**config.mk**
```make
export PLATFORM = sky130hd
export DESIGN_NAME = blit_rect_clip_setup_core
export DESIGN_NICKNAME = d
export VERILOG_FILES = /design/src/rtl/blitc_pkg.sv /design/src/rtl/blitc_axis.sv /design/src/rtl/blitc_setup.sv /design/src/rtl/blit_rect_clip_setup_core.sv
export SDC_FILE = /design/constraint.sdc
export NUM_CORES = 1
export LEC_CHECK = 0
export BUFFER_PORTS_ARGS = -buffer_cell sky130_fd_sc_hd__buf_2
export CAP_MARGIN = 10
export CORE_MARGIN = 2
export CORE_UTILIZATION = 40
export CTS_CLUSTER_DIAMETER = 40
export DETAILED_ROUTE_END_ITERATION = 7
export MAX_ROUTING_LAYER = met4
export SYNTH_ARGS = -nofsm -noshare
export SYNTH_HDL_FRONTEND = slang
export SYNTH_SLANG_ARGS = --single-unit
```
**constraint.sdc**
```tcl
create_clock -name clk -period 14.2 [get_ports clk]
set_clock_uncertainty 0.2 [all_clocks]
set_input_delay 0.71 -clock clk [delete_from_list [all_inputs] [get_ports clk]]
set_output_delay 0.71 -clock clk [all_outputs]
set_load 0.02 [all_outputs]
```
**src/rtl/blitc_pkg.sv**
```systemverilog
// ----------------------------------------------------------------------------
// blitc_pkg: shared types and constants for blit rectangle clip setup
// Command and result items, register indexes and the clipped-rectangle bundle.
// ----------------------------------------------------------------------------
package blitc_pkg;

	localparam int MAX_SIDE = 1024;   // largest bitmap side honored
	localparam int SIDE_W   = 11;     // width of a bitmap side register
	localparam int COORD_W  = 12;     // signed corner coordinate
	localparam int POS_W    = 10;     // clipped corner coordinate
	localparam int LEN_W    = 11;     // rectangle size
	localparam int START_W  = 20;     // linear start index
	localparam int SKIP_W   = 10;     // per-row skip

	typedef enum logic [1:0] {
		REG_DEST_WIDTH    = 2'd0,
		REG_DEST_HEIGHT   = 2'd1,
		REG_SOURCE_WIDTH  = 2'd2,
		REG_SOURCE_HEIGHT = 2'd3
	} reg_idx_t;

	typedef struct packed {
		logic signed [COORD_W-1:0] target_col;
		logic signed [COORD_W-1:0] target_row;
		logic signed [COORD_W-1:0] origin_col;
		logic signed [COORD_W-1:0] origin_row;
		logic [LEN_W-1:0]          span_cols;
		logic [LEN_W-1:0]          span_rows;
	} cmd_t;

	typedef struct packed {
		logic               accepted;
		logic [POS_W-1:0]   clip_target_col;
		logic [POS_W-1:0]   clip_target_row;
		logic [POS_W-1:0]   clip_origin_col;
		logic [POS_W-1:0]   clip_origin_row;
		logic [LEN_W-1:0]   clip_cols;
		logic [LEN_W-1:0]   clip_rows;
		logic [START_W-1:0] target_start;
		logic [START_W-1:0] origin_start;
		logic [SKIP_W-1:0]  target_skip;
		logic [SKIP_W-1:0]  origin_skip;
	} res_t;

	// Clipped rectangle handed from the clip stage to the setup stage
	typedef struct packed {
		logic             ok;
		logic [POS_W-1:0] target_col;
		logic [POS_W-1:0] target_row;
		logic [POS_W-1:0] origin_col;
		logic [POS_W-1:0] origin_row;
		logic [LEN_W-1:0] cols;
		logic [LEN_W-1:0] rows;
	} clip_t;

	// Saturate a side register at MAX_SIDE
	function automatic logic [SIDE_W-1:0] eff_side(input logic [SIDE_W-1:0] r);
		logic [SIDE_W-1:0] lim;
		lim = SIDE_W'(MAX_SIDE);
		return (r > lim) ? lim : r;
	endfunction

endpackage

```
**src/rtl/blitc_axis.sv**
```systemverilog
// ----------------------------------------------------------------------------
// blitc_axis: clip one axis of a rectangle against one bitmap side
// Flags rejection, cuts the span at the low and high edges.
// ----------------------------------------------------------------------------
module blitc_axis (
	input  logic signed [blitc_pkg::COORD_W-1:0] pos,
	input  logic [blitc_pkg::LEN_W-1:0]          len,
	input  logic [blitc_pkg::SIDE_W-1:0]         side,
	output logic                                 reject,
	output logic [blitc_pkg::POS_W-1:0]          pos_clip,
	output logic [blitc_pkg::LEN_W-1:0]          len_clip
);

	logic signed [13:0] pos_x;
	logic signed [13:0] len_x;
	logic signed [13:0] side_x;
	logic signed [13:0] sum;
	logic signed [13:0] pos1;
	logic signed [13:0] len1;
	logic signed [13:0] end1;
	logic signed [13:0] len2;

	always_comb begin
		pos_x  = signed'({{2{pos[blitc_pkg::COORD_W-1]}}, pos});
		len_x  = signed'({3'b000, len});
		side_x = signed'({3'b000, side});
		sum    = pos_x + len_x;
		reject = (sum < 14'sd0) || (pos_x >= side_x);

		// cut at the low edge
		if (pos_x < 14'sd0) begin
			pos1 = 14'sd0;
			len1 = sum;
		end else begin
			pos1 = pos_x;
			len1 = len_x;
		end

		// cut at the high edge
		end1 = pos1 + len1;
		if (end1 > side_x) begin
			len2 = side_x - pos1;
		end else begin
			len2 = len1;
		end

		pos_clip = pos1[blitc_pkg::POS_W-1:0];
		len_clip = len2[blitc_pkg::LEN_W-1:0];
	end

endmodule

```
**src/rtl/blitc_setup.sv**
```systemverilog
// ----------------------------------------------------------------------------
// blitc_setup: start indexes and row skips for a clipped rectangle
// One row-times-width product per bitmap; rejected rectangles give zeros.
// ----------------------------------------------------------------------------
module blitc_setup (
	input  blitc_pkg::clip_t                     clip,
	input  logic [blitc_pkg::SIDE_W-1:0]         dest_side,
	input  logic [blitc_pkg::SIDE_W-1:0]         source_side,
	output blitc_pkg::res_t                      res
);

	logic [20:0] t_prod;
	logic [20:0] o_prod;
	logic [10:0] t_skip;
	logic [10:0] o_skip;

	always_comb begin
		t_prod = {11'b0, clip.target_row} * {10'b0, dest_side};
		o_prod = {11'b0, clip.origin_row} * {10'b0, source_side};
		t_skip = dest_side - clip.cols;
		o_skip = source_side - clip.cols;

		res = '0;
		if (clip.ok) begin
			res.accepted        = 1'b1;
			res.clip_target_col = clip.target_col;
			res.clip_target_row = clip.target_row;
			res.clip_origin_col = clip.origin_col;
			res.clip_origin_row = clip.origin_row;
			res.clip_cols       = clip.cols;
			res.clip_rows       = clip.rows;
			res.target_start    = t_prod[19:0] + {10'b0, clip.target_col};
			res.origin_start    = o_prod[19:0] + {10'b0, clip.origin_col};
			res.target_skip     = t_skip[9:0];
			res.origin_skip     = o_skip[9:0];
		end
	end

endmodule

```
**src/rtl/blit_rect_clip_setup_core.sv**
```systemverilog
// ----------------------------------------------------------------------------
// blit_rect_clip_setup_core: clip a blit rectangle and set up the pixel mover
// Path: the command passes the input, clip and result registers, in that
// order, before the result item is valid.
// Throughput: one item per cycle while results are taken; three stages.
// Reset clears all valid bits and loads every side register with 128.
// ----------------------------------------------------------------------------
module blit_rect_clip_setup_core (
	input  logic                         clk,
	input  logic                         arst_n,

	// configuration write channel
	input  logic                         cfg_valid,
	output logic                         cfg_ready,
	input  logic [1:0]                   cfg_index,
	input  logic [blitc_pkg::SIDE_W-1:0] cfg_data,

	// command channel
	input  logic                         cmd_valid,
	output logic                         cmd_ready,
	input  blitc_pkg::cmd_t              cmd,

	// result channel
	output logic                         res_valid,
	input  logic                         res_ready,
	output blitc_pkg::res_t              res
);

	// ------------------------------------------------------------------
	// Side registers. Writes are taken at any time; software must keep the
	// block idle while it changes them, which the block does not enforce.
	// ------------------------------------------------------------------
	logic [blitc_pkg::SIDE_W-1:0] dest_width_q;
	logic [blitc_pkg::SIDE_W-1:0] dest_height_q;
	logic [blitc_pkg::SIDE_W-1:0] source_width_q;
	logic [blitc_pkg::SIDE_W-1:0] source_height_q;

	assign cfg_ready = 1'b1;

	always_ff @(posedge clk or negedge arst_n) begin
		if (!arst_n) begin
			dest_width_q    <= blitc_pkg::SIDE_W'(128);
			dest_height_q   <= blitc_pkg::SIDE_W'(128);
			source_width_q  <= blitc_pkg::SIDE_W'(128);
			source_height_q <= blitc_pkg::SIDE_W'(128);
		end else if (cfg_valid) begin
			case (blitc_pkg::reg_idx_t'(cfg_index))
				blitc_pkg::REG_DEST_WIDTH:    dest_width_q    <= cfg_data;
				blitc_pkg::REG_DEST_HEIGHT:   dest_height_q   <= cfg_data;
				blitc_pkg::REG_SOURCE_WIDTH:  source_width_q  <= cfg_data;
				blitc_pkg::REG_SOURCE_HEIGHT: source_height_q <= cfg_data;
				default: ;
			endcase
		end
	end

	// Sides above the supported maximum act as the maximum
	logic [blitc_pkg::SIDE_W-1:0] dw;
	logic [blitc_pkg::SIDE_W-1:0] dh;
	logic [blitc_pkg::SIDE_W-1:0] sw;
	logic [blitc_pkg::SIDE_W-1:0] sh;

	assign dw = blitc_pkg::eff_side(dest_width_q);
	assign dh = blitc_pkg::eff_side(dest_height_q);
	assign sw = blitc_pkg::eff_side(source_width_q);
	assign sh = blitc_pkg::eff_side(source_height_q);

	// ------------------------------------------------------------------
	// Pipeline flow control. Each stage advances when it is empty or the
	// stage after it advances, so bubbles fill and a full pipe accepts a
	// new item every cycle while the result is taken.
	// ------------------------------------------------------------------
	logic v_s1;
	logic v_s2;
	logic v_s3;
	logic en1;
	logic en2;
	logic en3;

	assign en3       = !v_s3 || res_ready;
	assign en2       = !v_s2 || en3;
	assign en1       = !v_s1 || en2;
	assign cmd_ready = en1;

	always_ff @(posedge clk or negedge arst_n) begin
		if (!arst_n) begin
			v_s1 <= 1'b0;
			v_s2 <= 1'b0;
			v_s3 <= 1'b0;
		end else begin
			if (en1) begin
				v_s1 <= cmd_valid;
			end
			if (en2) begin
				v_s2 <= v_s1;
			end
			if (en3) begin
				v_s3 <= v_s2;
			end
		end
	end

	// ------------------------------------------------------------------
	// Stage 1: capture the command
	// ------------------------------------------------------------------
	blitc_pkg::cmd_t cmd_s1;

	always_ff @(posedge clk) begin
		if (en1 && cmd_valid) begin
			cmd_s1 <= cmd;
		end
	end

	// ------------------------------------------------------------------
	// Clip against the source bitmap, then against the destination with
	// the already cut size. A low-edge cut on one bitmap moves only that
	// bitmap's corner.
	// ------------------------------------------------------------------
	logic                          rej_sx;
	logic                          rej_sy;
	logic                          rej_dx;
	logic                          rej_dy;
	logic [blitc_pkg::POS_W-1:0]   src_col;
	logic [blitc_pkg::POS_W-1:0]   src_row;
	logic [blitc_pkg::LEN_W-1:0]   src_cols;
	logic [blitc_pkg::LEN_W-1:0]   src_rows;
	logic [blitc_pkg::POS_W-1:0]   dst_col;
	logic [blitc_pkg::POS_W-1:0]   dst_row;
	logic [blitc_pkg::LEN_W-1:0]   dst_cols;
	logic [blitc_pkg::LEN_W-1:0]   dst_rows;
	blitc_pkg::clip_t              clip_d;

	blitc_axis u_src_x (
		.pos      (cmd_s1.origin_col),
		.len      (cmd_s1.span_cols),
		.side     (sw),
		.reject   (rej_sx),
		.pos_clip (src_col),
		.len_clip (src_cols)
	);

	blitc_axis u_src_y (
		.pos      (cmd_s1.origin_row),
		.len      (cmd_s1.span_rows),
		.side     (sh),
		.reject   (rej_sy),
		.pos_clip (src_row),
		.len_clip (src_rows)
	);

	blitc_axis u_dst_x (
		.pos      (cmd_s1.target_col),
		.len      (src_cols),
		.side     (dw),
		.reject   (rej_dx),
		.pos_clip (dst_col),
		.len_clip (dst_cols)
	);

	blitc_axis u_dst_y (
		.pos      (cmd_s1.target_row),
		.len      (src_rows),
		.side     (dh),
		.reject   (rej_dy),
		.pos_clip (dst_row),
		.len_clip (dst_rows)
	);

	// Destination values only matter when the source clip passed; any
	// rejection zeroes the whole result downstream.
	always_comb begin
		clip_d.ok         = !(rej_sx || rej_sy || rej_dx || rej_dy);
		clip_d.target_col = dst_col;
		clip_d.target_row = dst_row;
		clip_d.origin_col = src_col;
		clip_d.origin_row = src_row;
		clip_d.cols       = dst_cols;
		clip_d.rows       = dst_rows;
	end

	// ------------------------------------------------------------------
	// Stage 2: hold the clipped rectangle
	// ------------------------------------------------------------------
	blitc_pkg::clip_t clip_s2;

	always_ff @(posedge clk) begin
		if (en2 && v_s1) begin
			clip_s2 <= clip_d;
		end
	end

	// ------------------------------------------------------------------
	// Start indexes and skips, then the result register
	// ------------------------------------------------------------------
	blitc_pkg::res_t res_d;
	blitc_pkg::res_t res_s3;

	blitc_setup u_setup (
		.clip        (clip_s2),
		.dest_side   (dw),
		.source_side (sw),
		.res         (res_d)
	);

	always_ff @(posedge clk) begin
		if (en3 && v_s2) begin
			res_s3 <= res_d;
		end
	end

	assign res_valid = v_s3;
	assign res       = res_s3;

endmodule

```
== Word-level counts from Yosys, hierarchy flattened ==
Index checks and enable logic that the tools add are counted.
Operators by class
  $lt $le $gt $ge: 20
  eq/ne operators: 3
  multipliers: 2
  reduce and logical (&&, ||, !) cells: 22
  add/sub/neg operators: 16
  mux-type cells: 17
Operator list (count)
  123-bit two-way mux: 1
  14-bit two-way mux: 8
  11-bit two-way mux: 8
  14-bit adder: 4
  14-bit by 12-bit greater-than comparator with 1-bit output: 4
  14-bit by 1-bit less-than comparator with 1-bit output (second input constant): 4
  12-bit by 12-bit adder with 13-bit output: 4
  12-bit greater-or-equal comparator: 4
  12-bit by 1-bit less-than comparator with 1-bit output (second input constant): 4
  11-bit greater-than comparator (second input constant): 4
  11-bit subtractor: 4
  20-bit by 10-bit adder with 20-bit output: 2
  10-bit by 11-bit multiplier with 20-bit output: 2
  10-bit subtractor: 2
  1-bit logical OR: 10
  2-bit AND reduction: 4
  2-bit equality test (second input constant): 2
  1-bit logical NOT: 4
  1-bit logical AND: 3
  2-bit by 1-bit equality test with 1-bit output (second input constant): 1
  2-bit logical NOT: 1
Word-level totals
  output and inout port bits: 126
  word-level logic and storage cells: 111
  bits of input ports: 88
  flip-flop bits (word level): 303

== Depth between registers and ports, before layout ==
Gate-level depths: netlist of run 1.
  word-level depth: 11
  depth in mapped cells: 52
  depth with buffers taken out: 50

== By module ==
A second synthesis of run 1 with hierarchy kept.
Unflattened totals
  cells, all modules: 2816
  area total of the unflattened synthesis: 28807.6 um2
By module, submodules not included
  blit_rect_clip_setup_core: instances 1, area each 9949.5 um2, cells an instance 415, seq. area each 8868.5 um2
  blitc_setup: instances 1, area each 9263.9 um2, cells an instance 1163, seq. area each 0.0 um2
  blitc_axis at u_src_y: instances 1, area each 2426.1 um2, cells an instance 308, seq. area each 0.0 um2
  blitc_axis at u_dst_x: instances 1, area each 2422.3 um2, cells an instance 314, seq. area each 0.0 um2
  blitc_axis at u_src_x: instances 1, area each 2398.6 um2, cells an instance 312, seq. area each 0.0 um2
  blitc_axis at u_dst_y: instances 1, area each 2347.3 um2, cells an instance 304, seq. area each 0.0 um2

== Worst setup path before layout of run 1 ==
Ideal clock, no wire load.
  kind: register to register
  start: register cmd_s1[11] (netlist bit)
  end: register clip_s2[12] (netlist bit) (data pin)
  arrival: 9550 ps
  setup time: 260 ps
  period minus slack after synthesis: 10009 ps
  data required time: 13740 ps
  path slack: 4191 ps
  buffers on the path: 2
  cell stages (with the launch flop): 49
  cell sequence: edfxtp_1 -> ha_1 -> inv_1 -> fa_1 -> nor2b_1 -> o21ai_0 -> a21boi_0 -> o21ai_0 -> a21boi_0 -> nor2_1 -> mux2_2 -> ha_1 -> or3_1 -> a211o_1 -> a41o_1 -> xor2_1 -> ha_1 -> nand4_1 -> (+13 left out) -> nand2b_1 -> a21boi_0 -> o21ai_0 -> nand2b_1 -> a21oi_1 -> xnor2_1 -> ha_1 -> a21o_1 -> a21o_1 -> a21oi_1 -> o21ai_0 -> a21oi_1 -> a41oi_1 -> nand2b_1 -> o21ai_0 -> nand3b_1 -> clkbuf_1 -> mux2_2
RTL lines
  from (decl): RTL line blit_rect_clip_setup_core.sv:106  | blitc_pkg::cmd_t cmd_s1;
  from (signal assigned): RTL line blit_rect_clip_setup_core.sv:110  | cmd_s1 <= cmd;
  to (signal assigned): RTL line blit_rect_clip_setup_core.sv:188  | clip_s2 <= clip_d;
  to (decl): RTL line blit_rect_clip_setup_core.sv:184  | blitc_pkg::clip_t clip_s2;

==> flow_summary.json, run 1 <==
{
  "slowest_delay_ps": 560,
  "grt_max_degree": 96,
  "met1_usage_pct": 27.37,
  "drt-pass1-iter-count": 5,
  "wl_per_cell_um": 18.22,
  "drive_gt1_share_pct": 15.60,
  "synth_top_area_share_pct": 27.82,
  "synth_top_cell_by_area": "edfxtp_1",
  "crit_fanout": 15,
  "ys_seq_elements": 303,
  "cts_tree": "yes",
  "cpMostUsedCell": "o21ai_0",
  "synthCells": 2730,
  "place_area_sq_um": 29730,
  "antenna_found_initial": 4,
  "worstPathArrival_ps": 11400,
  "htreeDepth": 2,
  "grt_use_met2_pct": 33.23,
  "hold_viol": 0,
  "portBuffers": 212,
  "dieArea_sq_um": 71190,
  "rows": 96,
  "post-dp-hpwl_mm": 55.47,
  "place.gp.congestion": 0.8996,
  "drv_slew": 0,
  "status": "finished, final reports clean",
  "drt-total-wl_mm": 70.91,
  "synth_fp_nets": 3351,
  "finalSetupViolCount": 0,
  "drc": 0,
  "finalWorstSetupSlack_ps": 2975,
  "p_leak_nw": 15.03,
  "core_area_sq_um": 68470,
  "grt_use_total_pct": 20.87,
  "final_area_sq_um": 31870,
  "die_h_um": 266.8,
  "cts_buffer_depth": 3,
  "cts_buffers": 60,
  "path_buf_inv": 3,
  "layout.nets": 3575,
  "setup_tns_ps": 0,
  "hold_class": "input port to register",
  "synthFlopType": "edfxtp_1",
  "yosysSeqAreaShare_pct": 32.10,
  "cts_sinks": 303,
  "clockRootBuffer": "clkbuf_16",
  "crit_family": "compound AO/OA/AOI/OAI gates",
  "clock_latency_ps": 650,
  "async_flop_share_pct": 15.51,
  "vias": 19970,
  "fill_cells": 6423,
  "critPathKind": "register to register",
  "globalRouteMet3Util_pct": 3.321,
  "power_density_nw_per_um2": 201.3,
  "cp-end-kind": "register",
  "synthTopCellsByCount": "373 x inv_1, 361 x ha_1, 256 x edfxtp_1, 236 x nand2_1, 206 x and2_1",
  "die_w_um": 266.8,
  "grt_overflow": 0,
  "start_util_pct": 40.36,
  "synth.area.top_cells": "edfxtp_1 28%, ha_1 16%, fa_1 12%, inv_1 5.1%, and2_1 4.7%",
  "cap_violations": 0,
  "timing.hold.ws_ps": 28.82,
  "worstSetupStartpointType": "register",
  "relSlewSlack_pct": 22.93,
  "place_ws_ps": 3070,
  "cts_resized": 0,
  "yosysMostFrequentCell": "inv_1",
  "holdBufCountCts": 0,
  "clk_pin_slew_ps": 60,
  "syn2layout_area_growth_pct": 15.34,
  "tightest_slew_ps": 1156,
  "antenna_left": 0,
  "rsz0062_at_grt": "no",
  "ys_warn_count": 0,
  "syn-cell-area_sq_um": 27630,
  "ir_drop_mv": 0.1158,
  "ioPinCount": 214,
  "total_power_mw": 6.416,
  "synth_edf_count": 256,
  "grt_pass1_wl_mm": 112.6,
  "initialDrtViolationCount": 1141,
  "grt_most_used_layer": "met2",
  "cp_slowest_cell": "nand3b_1",
  "postCtsSetupRepairBufs": 0,
  "synth_cell_types": 71,
  "first_global_vias": 20920,
  "avgSynthCellArea_sq_um": 10.12,
  "finalCritPeriodShare_pct": 79.05,
  "period_minus_slack_ps": 11220,
  "fmax_mhz": 89.09,
  "via_per_inst": 5.131,
  "crit_required_ps": 14370
}
## per-stage QoR
step / std cells / utilization [%]
2_1_floorplan: 2730 / -
3_3_place_gp: 3774 / 43.42
3_5_place_dp: 3774 / 43.42
4_1_cts: 3888 / 46.53
5_1_grt: 3891 / 46.54
6_report: 3892 / 46.55
## state kept, by name, indices dropped and copies added, names as in the netlist
register,count
res,123
cmd_s1,70
clip_s2,63
dest_height_q,11
dest_width_q,11
source_height_q,11
source_width_q,11
res_valid,1
v_s1,1
v_s2,1
## routing by layer
metal | routed length [um] | vias up
li1 | - | 9693
met3 | 3804 | 109
met1 | 32430 | 9686
met2 | 32710 | 481
met4 | 1963 | 0
met5 | 0 | -
## where the power goes
group	leakage (nW)	switching [mW]	total [mW]	internal [mW]
logic	10.9	2.02	3.62	1.60
clock network	1.04	0.543	1.47	0.922
registers	3.08	0.105	1.33	1.23
total	15.0	2.67	6.42	3.75
## path summary, 6_finish.rpt
check | cells after the start | slack [ps] | start | end
hold reg to reg | 1 | 280 | v_s1 | v_s2
min in group asynchronous | 1 | 70 | arst_n | source_height_q[3]
max in group asynchronous | 1 | 13050 | arst_n | dest_width_q[4]
setup / recovery | 49 | 2980 | cmd_s1[11] | clip_s2[11]
hold / removal | 1 | 30 | cmd[44] | cmd_s1[44]
setup reg to reg | 49 | 2980 | cmd_s1[11] | clip_s2[11]
## logic make-up (layout without fill, tap and decap cells)
kind of cell               Yosys count  in the layout  share of synthesized area [%]
xor gates and xnor gates           141            141                          4.470
and+or+nand+nor                    793            793                          14.84
muxes                              103            103                          4.198
buffers and inverters              454            730                          6.213
AOI/OAI and AO/OA                  402            402                          9.360
other                                1              5                        0.01357
adders and majority gates          533            533                          28.81
DFF                                303            303                          32.10
## cell type report
cell class / instances / area, sq um / share of cell area (%)
tap: 882 / 1104 / 3.463
antenna: 4 / 10.01 / 0.03141
clock inverter: 49 / 544.3 / 1.708
clock buffer: 65 / 1584 / 4.970
timing repair buffer: 242 / 1286 / 4.036
multi-input combinational: 1973 / 17070 / 53.56
sequential: 303 / 8869 / 27.83
inverter: 374 / 1404 / 4.405
## layout by cell type, fill, tap and decap left out, types with 16 or more instances in the layout
master	n
o21a_1	31
nor2_1	109
nand2b_1	61
xnor2_1	101
mux2_2	95
ha_1	361
buf_2	212
a21oi_1	105
inv_1	373
a21o_1	48
a211oi_1	16
nand3_1	21
fa_1	172
xor2_1	40
clkbuf_16	63
edfxtp_1	256
and2_1	203
dfrtp_1	43
nand4_1	20
nor3_1	23
nand2_1	236
o21ai_0	100
nor2b_1	63
buf_4	30
Power figures use the tool's default switching activity.
==> run 2, diff against run 1 <==
==> constraint.sdc (replaced) <==
create_clock -name clk -period 10.07 [get_ports clk]
set_clock_uncertainty 0.2 [all_clocks]
set_input_delay 0.5035 -clock clk [delete_from_list [all_inputs] [get_ports clk]]
set_output_delay 0.5035 -clock clk [all_outputs]
set_load 0.02 [all_outputs]
==> run 2 against run 1 <==
Critical path depth fell by 5. Hold slack improved by 26 ps. Register-to-register slack got worse by 2900 ps. Fmax rose by 12%. Critical path type unchanged.
==> flow_summary.json, run 2 (synthesis results as in run 1) <==
{
  "finalSetupViolCount": 0,
  "crit_family": "compound AO/OA/AOI/OAI gates",
  "clockRootBuffer": "clkbuf_16",
  "start_util_pct": 40.36,
  "r2r_setup_slack_ps": 70,
  "layout.nets": 3791,
  "dieArea_sq_um": 71190,
  "drv_slew": 0,
  "antenna_found_initial": 2,
  "cp-end-kind": "register",
  "cts_buffers": 66,
  "slowest_delay_ps": 470,
  "post-dp-hpwl_mm": 58.17,
  "critPathKind": "register to register",
  "finalWorstSetupSlack_ps": 65.83,
  "status": "finished, final reports clean",
  "cts_tree": "yes",
  "largest_register_ffs": 123,
  "wl_per_cell_um": 18.36,
  "grt_overflow": 0,
  "worstSetupStartpointType": "register",
  "drt-pass1-iter-count": 5,
  "rsz0062_at_grt": "yes",
  "p_leak_nw": 16.22,
  "final_cell_mix": "372 x inv_1, 345 x ha_1, 256 x edfxtp_1, 233 x nand2_1, 212 x buf_2",
  "fmax_mhz": 99.96,
  "grt_max_degree": 78,
  "cts_sinks": 303,
  "cp_slowest_cell": "or4b_4",
  "place_ws_ps": -185.0,
  "die_w_um": 266.8,
  "cts_buffer_depth": 3,
  "vias": 21070,
  "via_per_inst": 5.132,
  "finalCritPeriodShare_pct": 99.35,
  "drt-total-wl_mm": 75.35,
  "clk_pin_slew_ps": 50,
  "worstPathArrival_ps": 10150,
  "dp_cells": 3892,
  "path_buf_inv": 3,
  "ir_drop_mv": 0.1769,
  "crit_fanout": 5,
  "fin_cells": 4105,
  "relSlewSlack_pct": 24.22,
  "period_minus_slack_ps": 10000,
  "drc": 0,
  "die_h_um": 266.8,
  "grt_use_total_pct": 21.82,
  "cap_violations": 0,
  "core_area_sq_um": 68470,
  "drive_gt1_share_pct": 21.48,
  "grt_pass1_wl_mm": 117.0,
  "htreeDepth": 3,
  "initialDrtViolationCount": 1176,
  "rows": 96,
  "syn2layout_area_growth_pct": 24.48,
  "crit_required_ps": 10220,
  "hold_viol": 0,
  "place.gp.congestion": 0.9053,
  "tightest_slew_ps": 1137,
  "final_common_cell": "inv_1",
  "portBuffers": 212,
  "cpMostUsedCell": "ha_1",
  "clock_latency_ps": 600,
  "first_global_vias": 21630,
  "hold_class": "input port to register",
  "antenna_left": 0,
  "power_density_nw_per_um2": 288.5,
  "ioPinCount": 214
}
-- run 2: changes by cell type in the layout (fill, tap and decap cells not counted), moves of 12 or more --
cell,previous run,this run
ha_4,0,13
dlygate4sd3_1,0,73
mux2_4,2,20
a21oi_2,0,16
mux2_2,95,77
a21oi_1,105,87
buf_4,30,160
ha_1,361,345
o21ai_0,100,78
o21ai_1,2,14
-- run 2: what timing repair did --
action / in CTS / in global routing
hold endpoints to repair: 116 / 0
gates cloned: 0 / 2
hold buffers: 73 / 0
gates resized for setup: 12 / 137
setup endpoints to repair: 20 / 22
pin swaps: 2 / 69
buffers inserted: 1 / 15
-- run 2: worst reg2reg max path, delay by kind of cell (launching register included) --
family,cells,cell delay [ps]
AOI/OAI and AO/OA,17,3370
muxes,4,1230
and+or+nand+nor,10,1940
adders and majority gates,6,1560
xor gates and xnor gates,4,530
DFF,1,390
buffers and inverters,3,570
-- run 2: final cells by class --
type                    instances  area [sq um]
diodes                          1         2.502
clock buffers                  70          1698
clock inverters                50         581.8
fillers                      6184         34070
inverters                     374          1404
multi-input cells            1973         17630
flip-flops and latches        303          8869
well taps                     882          1104
repair buffers                452          3103
-- run 2: path summary, 6_finish.rpt --
check                             start                  to  cells after the start
setup / recovery             cmd_s1[35]         clip_s2[15]                     44
hold / removal             cfg_data[10]    dest_width_q[10]                      3
setup reg to reg             cmd_s1[35]         clip_s2[15]                     44
hold reg to reg                    v_s1                v_s2                      1
max in group asynchronous        arst_n     dest_width_q[7]                      3
min in group asynchronous        arst_n  source_height_q[4]                      2
-- run 2: power by group --
part / internal, mW / switching, mW
clock: 1.43 / 0.776
combinational: 2.76 / 3.08
sequential: 1.73 / 0.149
-- run 2: metrics by stage --
step / hold slack, ps / TNS [ps] / instance area (sq um) / total power, mW / utilization (%)
6_report: 54.70 / 0 / 34400 / 9.923 / 50.24
5_1_grt: 37.02 / -4932 / 34400 / 10.80 / 50.24
2_1_floorplan: 7.909 / 0 / 27630 / 5.768 / -
3_5_place_dp: 279.8 / -1810 / 30620 / 7.308 / 44.73
3_3_place_gp: 259.1 / 0 / 30620 / 7.186 / 44.73
4_1_cts: 19.66 / 0 / 33670 / 9.631 / 49.17
-- run 2: metal layers --
layer	vias to the layer above	GRT usage, %	wire length [um]
li1	10130	-	-
met1	10310	28.56	34390
met2	521	35.14	35680
met3	112	3.100	3659
met4	0	6.590	1624
met5	-	-	0
